--- src/rtl/alsa_pkg.sv ---
// ----------------------------------------------------------------------------
// alsa_pkg
// Types, codes and constants shared by the speech level and auto-stop block.
// ----------------------------------------------------------------------------
package alsa_pkg;

  localparam int BLOCK_MAX_DEF = 256;

  localparam int RAW_W     = 32;
  localparam int SHIFT     = 14;
  localparam int LEVEL_W   = 16;
  localparam int HIT_W     = 10;
  localparam int MS_W      = 24;
  localparam int BYTE_W    = 32;
  localparam int CFG_IDX_W = 3;
  localparam int CFG_W     = 24;

  localparam logic [HIT_W-1:0] HIT_CAP = 10'd1000;
  localparam logic [MS_W-1:0]  MS_CAP  = {MS_W{1'b1}};

  typedef enum logic [1:0] {
    OP_SAMPLE = 2'd0,
    OP_TICK   = 2'd1,
    OP_START  = 2'd2,
    OP_STOP   = 2'd3
  } op_t;

  typedef enum logic [CFG_IDX_W-1:0] {
    CFG_THRESHOLD = 3'd0,
    CFG_HITS_REQ  = 3'd1,
    CFG_SILENCE   = 3'd2,
    CFG_EARLIEST  = 3'd3,
    CFG_MIN_SPEECH = 3'd4,
    CFG_MAX       = 3'd5
  } cfg_idx_t;

  typedef enum logic [2:0] {
    ST_IDLE,
    ST_EXEC,
    ST_DIV,
    ST_HIT,
    ST_DONE
  } state_t;

  typedef struct packed {
    logic [LEVEL_W-1:0] threshold;
    logic [HIT_W-1:0]   hits_req;
    logic [MS_W-1:0]    silence_ms;
    logic [MS_W-1:0]    earliest_ms;
    logic [MS_W-1:0]    min_speech_ms;
    logic [MS_W-1:0]    max_ms;
  } cfg_t;

  typedef struct packed {
    logic            active;
    logic            auto_en;
    logic            seen;
    logic [MS_W-1:0] age_ms;
    logic [MS_W-1:0] since_ms;
  } rec_stat_t;

  // Result word, lowest field last.
  typedef struct packed {
    logic [1:0]         pad;
    logic               stopped;
    logic [BYTE_W-1:0]  bytes_recorded;
    logic               stop_due;
    logic               recording_on;
    logic               had_speech;
    logic [HIT_W-1:0]   speech_hits;
    logic [LEVEL_W-1:0] level;
    logic [LEVEL_W-1:0] sample_out;
  } out_t;

endpackage

--- src/rtl/alsa_div.sv ---
// ----------------------------------------------------------------------------
// alsa_div
// Restoring divider, one quotient bit per cycle, for the block mean level.
// ----------------------------------------------------------------------------
module alsa_div
  import alsa_pkg::*;
#(
  parameter int SUM_W = 24,
  parameter int CNT_W = 9
) (
  input  logic               clk,
  input  logic               rst,
  input  logic               start,
  input  logic [SUM_W-1:0]   dividend,
  input  logic [CNT_W-1:0]   divisor,
  output logic               done,
  output logic [LEVEL_W-1:0] quotient
);

  localparam int ITER_W = $clog2(SUM_W + 1);

  logic              busy;
  logic [ITER_W-1:0] iter;
  logic [SUM_W-1:0]  dvd;
  logic [SUM_W-1:0]  quo;
  logic [CNT_W-1:0]  rem;
  logic [CNT_W-1:0]  dsr;
  logic [CNT_W:0]    rem_shift;
  logic              fits;

  assign rem_shift = {rem, dvd[SUM_W-1]};
  assign fits      = rem_shift >= {1'b0, dsr};
  assign quotient  = quo[LEVEL_W-1:0];

  always_ff @(posedge clk) begin
    if (rst) begin
      busy <= 1'b0;
      done <= 1'b0;
      iter <= '0;
    end else begin
      done <= 1'b0;
      if (start) begin
        busy <= 1'b1;
        iter <= ITER_W'(SUM_W);
      end else if (busy) begin
        iter <= iter - 1'b1;
        if (iter == ITER_W'(1)) begin
          busy <= 1'b0;
          done <= 1'b1;
        end
      end
    end
  end

  always_ff @(posedge clk) begin
    if (start) begin
      dvd <= dividend;
      dsr <= divisor;
      rem <= '0;
      quo <= '0;
    end else if (busy) begin
      dvd <= {dvd[SUM_W-2:0], 1'b0};
      quo <= {quo[SUM_W-2:0], fits};
      if (fits) begin
        rem <= CNT_W'(rem_shift - {1'b0, dsr});
      end else begin
        rem <= rem_shift[CNT_W-1:0];
      end
    end
  end

endmodule

--- src/rtl/alsa_stop.sv ---
// ----------------------------------------------------------------------------
// alsa_stop
// Auto-stop decision from recording age, silence time and configured limits.
// ----------------------------------------------------------------------------
module alsa_stop
  import alsa_pkg::*;
(
  input  cfg_t      cfg,
  input  rec_stat_t stat,
  output logic      stop_due
);

  logic armed;
  logic at_max;
  logic silence_ok;

  assign armed  = stat.active && stat.auto_en && (stat.age_ms != '0);
  assign at_max = stat.age_ms >= cfg.max_ms;

  // Silence stop needs speech first and the recording past both age floors.
  assign silence_ok = stat.seen && (stat.age_ms >= cfg.earliest_ms)
                   && (stat.age_ms >= cfg.min_speech_ms)
                   && (stat.since_ms >= cfg.silence_ms);

  assign stop_due = armed && (at_max || silence_ok);

endmodule

--- src/rtl/audio_level_speech_autostop.sv ---
// ----------------------------------------------------------------------------
// audio_level_speech_autostop
// Microphone sample scaling, block mean level, speech hit counting and
// auto-stop timing.
// An item passes through the EXEC and DONE states to the output register; an
// item that closes a block also passes through DIV and HIT, waiting in DIV for
// the bit-serial divider that forms the mean level.
// One item at a time: the next transfer is taken once the result is loaded
// and the block is back in IDLE; DONE holds while the output is stalled.
// Reset (rst, synchronous) idles the block and loads the register defaults.
// ----------------------------------------------------------------------------
module audio_level_speech_autostop
  import alsa_pkg::*;
#(
  parameter int BLOCK_MAX = BLOCK_MAX_DEF
) (
  input  logic                 clk,
  input  logic                 rst,
  input  logic                 s_tvalid,
  output logic                 s_tready,
  input  logic [39:0]          s_tdata,   // sample_raw[31:0], auto_stop[32], zero
  input  logic [1:0]           s_tuser,   // op[1:0]
  input  logic                 s_tlast,   // last_in_block
  output logic                 m_tvalid,
  input  logic                 m_tready,
  // sample_out[15:0], level[31:16], speech_hits[41:32], had_speech[42],
  // recording_on[43], stop_due[44], bytes_recorded[76:45], stopped[77], zero
  output logic [79:0]          m_tdata,
  output logic [0:0]           m_tuser,   // sample_valid[0]
  output logic                 m_tlast,   // level_valid
  input  logic                 cfg_we,
  input  logic [CFG_IDX_W-1:0] cfg_index,
  input  logic [CFG_W-1:0]     cfg_data
);

  localparam int CNT_W = $clog2(BLOCK_MAX + 1);
  localparam int SUM_W = $clog2(BLOCK_MAX * 32768 + 1);

  state_t state, state_next;
  cfg_t   cfg;

  // Latched input item
  op_t              op_q;
  logic [RAW_W-1:0] raw_q;
  logic             last_q;
  logic             auto_q;

  // Recording state
  logic               active;
  logic               auto_en;
  logic               seen;
  logic [SUM_W-1:0]   block_sum;
  logic [CNT_W-1:0]   block_count;
  logic [LEVEL_W-1:0] last_level;
  logic [HIT_W-1:0]   hit_count;
  logic [MS_W-1:0]    age_ms;
  logic [MS_W-1:0]    since_ms;
  logic [BYTE_W-1:0]  byte_total;

  // Per-item result flags
  logic [LEVEL_W-1:0] smp_q;
  logic               smp_valid_q;
  logic               lvl_valid_q;
  logic               ended_q;

  out_t out_q;
  logic out_sv_q;
  logic out_lv_q;

  logic signed [RAW_W-SHIFT-1:0] shr;
  logic [LEVEL_W-1:0] smp;
  logic [LEVEL_W-1:0] abs_val;
  logic [SUM_W-1:0]   sum_new;
  logic [CNT_W-1:0]   cnt_new;
  logic               closes;
  logic               div_start;
  logic               div_done;
  logic [LEVEL_W-1:0] div_q;
  logic [HIT_W-1:0]   hit_up;
  logic               out_free;
  logic               stop_due;
  rec_stat_t          stat;

  // Arithmetic shift right keeps the top bits; then clamp to 16 bits.
  assign shr = raw_q[RAW_W-1:SHIFT];

  always_comb begin
    priority if (!shr[RAW_W-SHIFT-1] && (shr[RAW_W-SHIFT-2:LEVEL_W-1] != '0)) begin
      smp = 16'h7FFF;
    end else if (shr[RAW_W-SHIFT-1] && (shr[RAW_W-SHIFT-2:LEVEL_W-1] != '1)) begin
      smp = 16'h8000;
    end else begin
      smp = shr[LEVEL_W-1:0];
    end
  end

  assign abs_val   = smp[LEVEL_W-1] ? (~smp + 1'b1) : smp;
  assign sum_new   = block_sum + SUM_W'(abs_val);
  assign cnt_new   = block_count + 1'b1;
  assign closes    = last_q || (cnt_new == CNT_W'(BLOCK_MAX));
  assign div_start = (state == ST_EXEC) && (op_q == OP_SAMPLE) && active && closes;
  assign hit_up    = (hit_count < HIT_CAP) ? hit_count + 1'b1 : hit_count;
  assign out_free  = !m_tvalid || m_tready;

  assign s_tready = (state == ST_IDLE);
  assign m_tdata  = out_q;
  assign m_tuser  = out_sv_q;
  assign m_tlast  = out_lv_q;

  assign stat.active   = active;
  assign stat.auto_en  = auto_en;
  assign stat.seen     = seen;
  assign stat.age_ms   = age_ms;
  assign stat.since_ms = since_ms;

  alsa_div #(
    .SUM_W (SUM_W),
    .CNT_W (CNT_W)
  ) u_div (
    .clk      (clk),
    .rst      (rst),
    .start    (div_start),
    .dividend (sum_new),
    .divisor  (cnt_new),
    .done     (div_done),
    .quotient (div_q)
  );

  alsa_stop u_stop (
    .cfg      (cfg),
    .stat     (stat),
    .stop_due (stop_due)
  );

  always_ff @(posedge clk) begin
    if (rst) begin
      state <= ST_IDLE;
    end else begin
      state <= state_next;
    end
  end

  always_comb begin
    state_next = state;
    unique case (state)
      ST_IDLE: begin
        if (s_tvalid) state_next = ST_EXEC;
      end
      ST_EXEC: state_next = div_start ? ST_DIV : ST_DONE;
      ST_DIV: begin
        if (div_done) state_next = ST_HIT;
      end
      ST_HIT:  state_next = ST_DONE;
      ST_DONE: begin
        if (out_free) state_next = ST_IDLE;
      end
      default: state_next = ST_IDLE;
    endcase
  end

  // Configuration and recording state
  always_ff @(posedge clk) begin
    if (rst) begin
      cfg.threshold     <= 16'd300;
      cfg.hits_req      <= 10'd3;
      cfg.silence_ms    <= 24'd2000;
      cfg.earliest_ms   <= 24'd1000;
      cfg.min_speech_ms <= 24'd1500;
      cfg.max_ms        <= 24'd15000;
      active      <= 1'b0;
      auto_en     <= 1'b1;
      seen        <= 1'b0;
      block_sum   <= '0;
      block_count <= '0;
      last_level  <= '0;
      hit_count   <= '0;
      age_ms      <= '0;
      since_ms    <= '0;
      byte_total  <= '0;
      m_tvalid    <= 1'b0;
    end else begin
      if (cfg_we) begin
        case (cfg_idx_t'(cfg_index))
          CFG_THRESHOLD:  cfg.threshold     <= cfg_data[LEVEL_W-1:0];
          CFG_HITS_REQ:   cfg.hits_req      <= cfg_data[HIT_W-1:0];
          CFG_SILENCE:    cfg.silence_ms    <= cfg_data[MS_W-1:0];
          CFG_EARLIEST:   cfg.earliest_ms   <= cfg_data[MS_W-1:0];
          CFG_MIN_SPEECH: cfg.min_speech_ms <= cfg_data[MS_W-1:0];
          CFG_MAX:        cfg.max_ms        <= cfg_data[MS_W-1:0];
          default: ;
        endcase
      end

      if (state == ST_EXEC) begin
        unique case (op_q)
          OP_SAMPLE: begin
            if (active) begin
              byte_total <= byte_total + BYTE_W'(2);
              if (closes) begin
                block_sum   <= '0;
                block_count <= '0;
              end else begin
                block_sum   <= sum_new;
                block_count <= cnt_new;
              end
            end
          end
          OP_TICK: begin
            if (active) begin
              if (age_ms != MS_CAP) age_ms <= age_ms + 1'b1;
              if (since_ms != MS_CAP) since_ms <= since_ms + 1'b1;
            end
          end
          OP_START: begin
            if (!active) begin
              active      <= 1'b1;
              auto_en     <= auto_q;
              block_sum   <= '0;
              block_count <= '0;
              last_level  <= '0;
              hit_count   <= '0;
              seen        <= 1'b0;
              age_ms      <= '0;
              since_ms    <= '0;
              byte_total  <= '0;
            end
          end
          OP_STOP: begin
            if (active) begin
              // The level and byte count survive so the last result can report them.
              active      <= 1'b0;
              auto_en     <= 1'b1;
              block_sum   <= '0;
              block_count <= '0;
              hit_count   <= '0;
              seen        <= 1'b0;
              age_ms      <= '0;
              since_ms    <= '0;
            end
          end
          default: ;
        endcase
      end

      if ((state == ST_DIV) && div_done) begin
        last_level <= div_q;
      end

      if (state == ST_HIT) begin
        if (last_level >= cfg.threshold) begin
          hit_count <= hit_up;
          if (hit_up >= cfg.hits_req) begin
            since_ms <= '0;
            seen     <= 1'b1;
          end
        end else if (hit_count != '0) begin
          hit_count <= hit_count - 1'b1;
        end
      end

      if ((state == ST_DONE) && out_free) begin
        m_tvalid <= 1'b1;
      end else if (m_tready) begin
        m_tvalid <= 1'b0;
      end
    end
  end

  // Input latch, per-item flags and the output register
  always_ff @(posedge clk) begin
    if ((state == ST_IDLE) && s_tvalid) begin
      op_q   <= op_t'(s_tuser);
      raw_q  <= s_tdata[RAW_W-1:0];
      auto_q <= s_tdata[RAW_W];
      last_q <= s_tlast;
    end
    if (state == ST_EXEC) begin
      smp_valid_q <= (op_q == OP_SAMPLE) && active;
      smp_q       <= ((op_q == OP_SAMPLE) && active) ? smp : '0;
      lvl_valid_q <= div_start;
      ended_q     <= (op_q == OP_STOP) && active;
    end
    if ((state == ST_DONE) && out_free) begin
      out_q.pad            <= '0;
      out_q.stopped        <= ended_q;
      out_q.bytes_recorded <= byte_total;
      out_q.stop_due       <= stop_due;
      out_q.recording_on   <= active;
      out_q.had_speech     <= seen;
      out_q.speech_hits    <= hit_count;
      out_q.level          <= last_level;
      out_q.sample_out     <= smp_q;
      out_sv_q             <= smp_valid_q;
      out_lv_q             <= lvl_valid_q;
    end
  end

  a_hit_cap: assert property (@(posedge clk) disable iff (rst)
    hit_count <= HIT_CAP)
    else $error("speech hit count above its cap");

  a_block_open: assert property (@(posedge clk) disable iff (rst)
    block_count < CNT_W'(BLOCK_MAX))
    else $error("open block holds a full block of samples");

  a_div_in_seq: assert property (@(posedge clk) disable iff (rst)
    div_done |-> state == ST_DIV)
    else $error("divider finished outside the divide state");

  a_level_has_sample: assert property (@(posedge clk) disable iff (rst)
    m_tvalid && m_tlast |-> m_tuser[0])
    else $error("level result without a recorded sample");

  a_stop_ends: assert property (@(posedge clk) disable iff (rst)
    m_tvalid && out_q.stopped |-> !out_q.recording_on && !out_q.stop_due)
    else $error("stop result still shows an active recording");

endmodule
--- config.mk ---
export PLATFORM = sky130hd
export DESIGN_NAME = audio_level_speech_autostop
export DESIGN_NICKNAME = d
export VERILOG_FILES = /design/src/rtl/alsa_pkg.sv /design/src/rtl/alsa_div.sv /design/src/rtl/alsa_stop.sv /design/src/rtl/audio_level_speech_autostop.sv
export SDC_FILE = /design/constraint.sdc
export NUM_CORES = 1
export LEC_CHECK = 0
export ABC_AREA = 1
export BUFFER_PORTS_ARGS = -buffer_cell sky130_fd_sc_hd__buf_2
export CORE_MARGIN = 2
export CORE_UTILIZATION = 30
export CTS_CLUSTER_DIAMETER = 60
export DETAILED_ROUTE_END_ITERATION = 6
export PLACE_DENSITY = 0.51
export SYNTH_ARGS = -nofsm -noshare
export SYNTH_HDL_FRONTEND = slang
export SYNTH_HIERARCHICAL = 1
export SYNTH_SLANG_ARGS = --single-unit
--- constraint.sdc ---
create_clock -name clk -period 16.29 [get_ports clk]
set_input_delay 1.629 -clock clk [delete_from_list [all_inputs] [get_ports clk]]
set_output_delay 1.629 -clock clk [all_outputs]
set_load 0.05 [all_outputs]
Word-level counts from Yosys, hierarchy flattened:

Cells that the tools add are included.

* register bits after elaboration: 468
* input port bits: 75
* output and inout bits: 84
* word-level logic and storage cells: 207

* add/sub/neg operators: 10
* order comparisons: 8
* eq/ne operators: 26
* mux-type cells: 67
* bitwise logic cells: 2
* reduce and logical (&&, ||, !) cells: 50

Operator list (count)
* 24-bit 2-to-1 mux: 16
* 24-bit one-hot mux with 3 select lines: 3
* 16-bit 2-to-1 mux: 7
* 24-bit greater-or-equal comparator: 4
* 10-bit 2-to-1 mux: 7
* 32-bit 2-to-1 mux: 2
* 32-bit one-hot mux with 2 select lines: 1
* 24-bit by 1-bit adder with 24-bit output, second input constant: 2
* 24-bit inequality test, second input constant: 2
* 9-bit 2-to-1 mux: 5
* 32-bit by 2-bit adder with 32-bit output, second input constant: 1
* 9-bit one-hot mux with 3 select lines: 1
* 24-bit by 16-bit adder with 24-bit output: 1
* 24-bit nonzero test: 1
* 10-bit one-hot mux with 2 select lines: 1
* 16-bit by 1-bit adder with 16-bit output, second input constant: 1
* 16-bit greater-or-equal comparator: 1
* 1-bit logical AND: 16
* 2-bit inequality test, second input constant: 8
* 16-bit NOT: 1
* 3-bit one-hot mux with 5 select lines: 1
* 1-bit 2-to-1 mux: 14
* 2-bit AND reduction: 7
* 2-bit nonzero test: 7
* 32 further kinds: 53

Longest topological paths before layout:

* word-level depth: 11
* depth in mapped cells: 27
* mapped depth without buffers: 27

Hierarchy:

Netlist, hierarchy kept.

Modules (own cells, without submodules)
* audio_level_speech_autostop: times used 1, cells an instance 2636, area each 19366.1 µm², sequential area each 8948.6 µm²
* alsa_div: times used 1, cells an instance 347, area each 3000.4 µm², sequential area each 1631.6 µm²
* alsa_stop: times used 1, cells an instance 434, area each 2670.1 µm², sequential area each 0.0 µm²

Worst setup path after synthesis:

No wires, ideal clock.

* path kind: input to register
* start point: input port m_tready
* end point: register out_q, in the netlist m_tdata[0] (enable)
* library setup time: 0.710 ns
* arrival time: 9.134 ns
* required time: 15.580 ns
* slack: 6.446 ns
* cell stages on the path: 2
* path buffers: 0
* cell sequence: nor2_1 -> nor4_1

* cells in the longest elaborated chain, start to end: 2

RTL lines
* from (decl): line audio_level_speech_autostop.sv:25 `input logic m_tready,`
* 1-bit logical OR: line audio_level_speech_autostop.sv:103 `assign out_free = !m_tvalid || m_tready;`
* 1-bit logical AND: line audio_level_speech_autostop.sv:283 `if ((state == ST_DONE) && out_free) begin`
* to (decl): line audio_level_speech_autostop.sv:66 `out_t out_q;`

Every way passes these cells.
A chain may end at the register's enable or synchronous reset.

Worst setup path in the final report:

* start point: register state[1]
* end point: register u_div.dvd[14] (enable)

* cells in the longest elaborated chain, start to end: 5

RTL lines
* from (decl): line audio_level_speech_autostop.sv:39 `state_t state, state_next;`
* from (signal assigned): line audio_level_speech_autostop.sv:139 `state <= state_next;`
* 3-bit by 1-bit equality test with 1-bit output: line audio_level_speech_autostop.sv:101 `assign div_start = (state == ST_EXEC) && (op_q == OP_SAMPLE) && active && closes;`
* 1-bit logical AND (3 in series): line audio_level_speech_autostop.sv:101
* net div_start: line audio_level_speech_autostop.sv:76 `logic div_start;`
* 2-bit nonzero test (no source line)
* to (signal assigned): line alsa_div.sv:57 `dvd <= dividend;`
* to (signal assigned): line alsa_div.sv:62 `dvd <= {dvd[SUM_W-2:0], 1'b0};`
* to (decl): line alsa_div.sv:24 `logic [SUM_W-1:0] dvd;`

The timed path passes the listed nets, and every way through them passes these cells.

==> qor.yml <==
outcome: "complete, no violations"
antenna_found_initial: 1
finalMaxSlewViolations: 0
timing.setup.tns_ns: 0
numClockSinks: 452
worst_hold_path_type: "flop to flop"
most_used_cells_in_the_layout_excluding_fill_and_tap_cells: "sky130_fd_sc_hd__nand2_1 (876), sky130_fd_sc_hd__nor2_1 (472), sky130_fd_sc_hd__inv_1 (436)"
num_vias: 21730
synth_area_sq_mm: 0.0250
final_clock_skew_ns: 0.0284
crit_path_end_kind: "flop"
clock_tree.root_cell: "sky130_fd_sc_hd__clkbuf_16"
insertedDiodeCount: 0
total_setup_buffers_inserted_after_cts: 0
wl_per_cell_microns: 15.3
synthDistinctLibCells: 53
critical_path_arrival_ns: 4.67
power-per-cell-area_mw_per_mm2: 98.4
fin_hold_ws_ns: 0.415
gp_routability_congestion: 0.881
netlist_instances: 3417
worst_hold_path_stage_count: 0
multi_input_area_sq_mm: 0.0123
flow.area_growth_from_synthesis_pct: 14.9
synth_seq_area_share_pct: 42.3
cts.repair.resized: 0
period_needed_ns: 4.40
peakVddDrop_mv: 0.0843
port_buffers: 134
regToRegEndpoint: "u_div/dvd[14]"
htree_levels: 2
rsz_0062_raised_after_global_routing: "false"
comb_power_share_pct: 9.9
detailroute.wirelength.met3_mm: 2.98
synth-seq-cells: 452
hold_violations: 0
r2r_setup_slack_ns: 11.89
power.leakage_uw: 0.0128
initial_utilization_pct: 30.4
wire_length_of_the_first_global_routing_pass_mm: 114
cts_made_buffers: 58
worst-slew-pin-transition_ns: 1.01
detail_route.wirelength.met1_mm: 35.6
register_area_sq_mm: 0.0106
final_antenna_net_count: 0
max_cap_violations: 0
power.sequential.fraction_pct: 43.5
hold-path-endpoint: "m_tdata[11]"
final_layout_size_suffix_gt1_share_pct: 9.31
cts_hold_buffers: 0
crit_slowest_cell: "sky130_fd_sc_hd__nor2_4"
min-delay-start: "smp_q[11]"
die-area_sq_mm: 0.0858
power_report.internal_total_uw: 2060
critical_path_class: "flop to flop"
drt_drc_violations_left: 0
rows: 105
worst_skew_pair.late_latency_ns: 0.63
clock_tree_from_tritoncts: "yes"
crit_path_cell_trace: "nor2_4 > inv_2 > nor2_2 > buf_4 > nand2_1 > inv_1 > buf_4 > nor2_2 > clkinv_1 > buf_4"
power.switching_uw: 765
maximum_number_of_buffers_from_clock_root_to_sink: 3
global_route.usage.total_pct: 16.5
dp_hpwl_mm: 50.8
final_min_period_over_clock_period_pct: 27.0
power.share.switching_pct: 27.0
synth-edff-count: 153
drt_pre_antenna_iters: 5
layout.cells.most_common: "sky130_fd_sc_hd__nand2_1"
synth-main-ff-cell: "sky130_fd_sc_hd__dfxtp_1"
reg2reg_from: "state[1]"
wl_met2_mm: 31.0
first_global_vias: 20580
synth_async_sr_flop_share_pct: 0
setup_violations: 0
crit_path_max_fanout: 33
placeableCoreArea_sq_mm: 0.0824
clk_pin_slew_ns: 0.06
grt_max_degree: 78
timing.critical_path.mode_cell: "sky130_fd_sc_hd__buf_4"
required_time_at_the_endpoint_of_the_critical_path_ns: 16.57
finish.utilization_pct: 34.9
synth.yosys.warnings: 6
ff2ff_path_depth: 10
timing.critical_path.from_type: "flop"
postSynthAreaPerCell_sq_um: 7.33
top_level_pins: 159
detail_route.iter0.violations: 1412
route.detailed.vias_per_inst: 4.68
critical-path-max-stage-delay_ns: 0.82
max_clock_freq_ghz: 0.227
slew-limit-headroom_pct: 32.8
top_signal_layer_used: "met4"
die_w_microns: 293
nets: 3764
clk_pwr_share_pct: 46.6
routed_wirelength_mm: 71.1
layout.filler_cells: 8750
grt_overflow_total: 0
die_h_microns: 293
final cells by class:
class | count | share of cell area, %
multi-input combinational | 2405 | 42.8
sequential | 452 | 36.8
inverter | 456 | 5.96
clock buffer | 75 | 5.69
tap | 1070 | 4.65
timing repair buffer | 154 | 2.86
clock inverter | 35 | 1.30
critical path: cells and delay by family, from the launching register on:
kind | cells | cell delay, ns
simple gates | 4 | 1.26
flops | 1 | 0.60
buf+inv | 6 | 2.13
flip-flops by register name, summed over array words and instances, names as in the netlist, 2 cells and up:
name,flops
cfg,122
m_tdata,77
byte_total,31
age_ms,24
block_sum,24
since_ms,24
u_div/dvd,24
raw_q,18
last_level,16
smp_q,16
u_div/quo,16
hit_count,10
block_count,9
u_div/dsr,9
u_div/rem,9
u_div/iter,5
state,3
op_q,2
metrics by stage:
step	area (sq um)	power [uW]	std cells	worst slack (ns)
after global routing	28800	2960	4647	11.43
after floorplan	25000	1450	3419	6.45
after global placement	26800	1530	4537	11.82
after CTS	28800	2870	4647	11.79
after detailed placement	26800	1540	4537	11.76
final	28800	2830	4647	11.89
worst max path at each step:
stage          slack (ns)  depth (start not counted)      from             to
3_3_place_gp        11.82                         10  state[1]   u_div/dvd[1]
6_report            11.89                         10  state[1]  u_div/dvd[14]
3_5_place_dp        11.76                         10  state[1]   u_div/dvd[4]
2_1_floorplan        6.45                          2  m_tready     m_tdata[0]
5_1_grt             11.43                         10  state[1]   u_div/dvd[2]
4_1_cts             11.79                         10  state[1]   u_div/dvd[5]
cell usage after synthesis (27+ instances only):
library cell | instances | area, sq um
sky130_fd_sc_hd__a21oi_1 | 205 | 1030
sky130_fd_sc_hd__nand3_1 | 198 | 991
sky130_fd_sc_hd__clkbuf_1 | 64 | 240
sky130_fd_sc_hd__buf_2 | 27 | 135
sky130_fd_sc_hd__ha_1 | 160 | 2000
sky130_fd_sc_hd__xor2_1 | 35 | 307
sky130_fd_sc_hd__nor3_1 | 48 | 240
sky130_fd_sc_hd__nor2_1 | 474 | 1780
sky130_fd_sc_hd__dfxtp_1 | 299 | 5990
sky130_fd_sc_hd__o21ai_0 | 126 | 631
sky130_fd_sc_hd__edfxtp_1 | 153 | 4590
sky130_fd_sc_hd__inv_1 | 436 | 1640
sky130_fd_sc_hd__nand2_1 | 876 | 3290
sky130_fd_sc_hd__nand4_1 | 94 | 588
power groups by stage:
stage	logic (uW)	clock network (uW)	registers, uW
2_1_floorplan	174	0	1280
3_3_place_gp	281	0	1250
3_5_place_dp	282	0	1250
4_1_cts	283	1360	1230
5_1_grt	314	1410	1230
6_report	280	1320	1230
logic make-up after synthesis:
logic type                 Yosys count  share of synthesized area, %
adders and majority gates          162                          8.16
other                                1                        0.0150
xor gates and xnor gates            48                          1.68
AOI/OAI and AO/OA                  430                          9.45
DFF                                452                          42.3
buffers and inverters              562                          8.71
and+or+nand+nor                   1762                          29.7
routing by layer:
metal	GRT usage, %	vias to the layer above
met5	0	-
met4	4.04	0
met3	2.28	83
met2	26.1	368
met1	23.5	9945
li1	-	11334
Note: power is estimated with default switching activity, not from simulation.
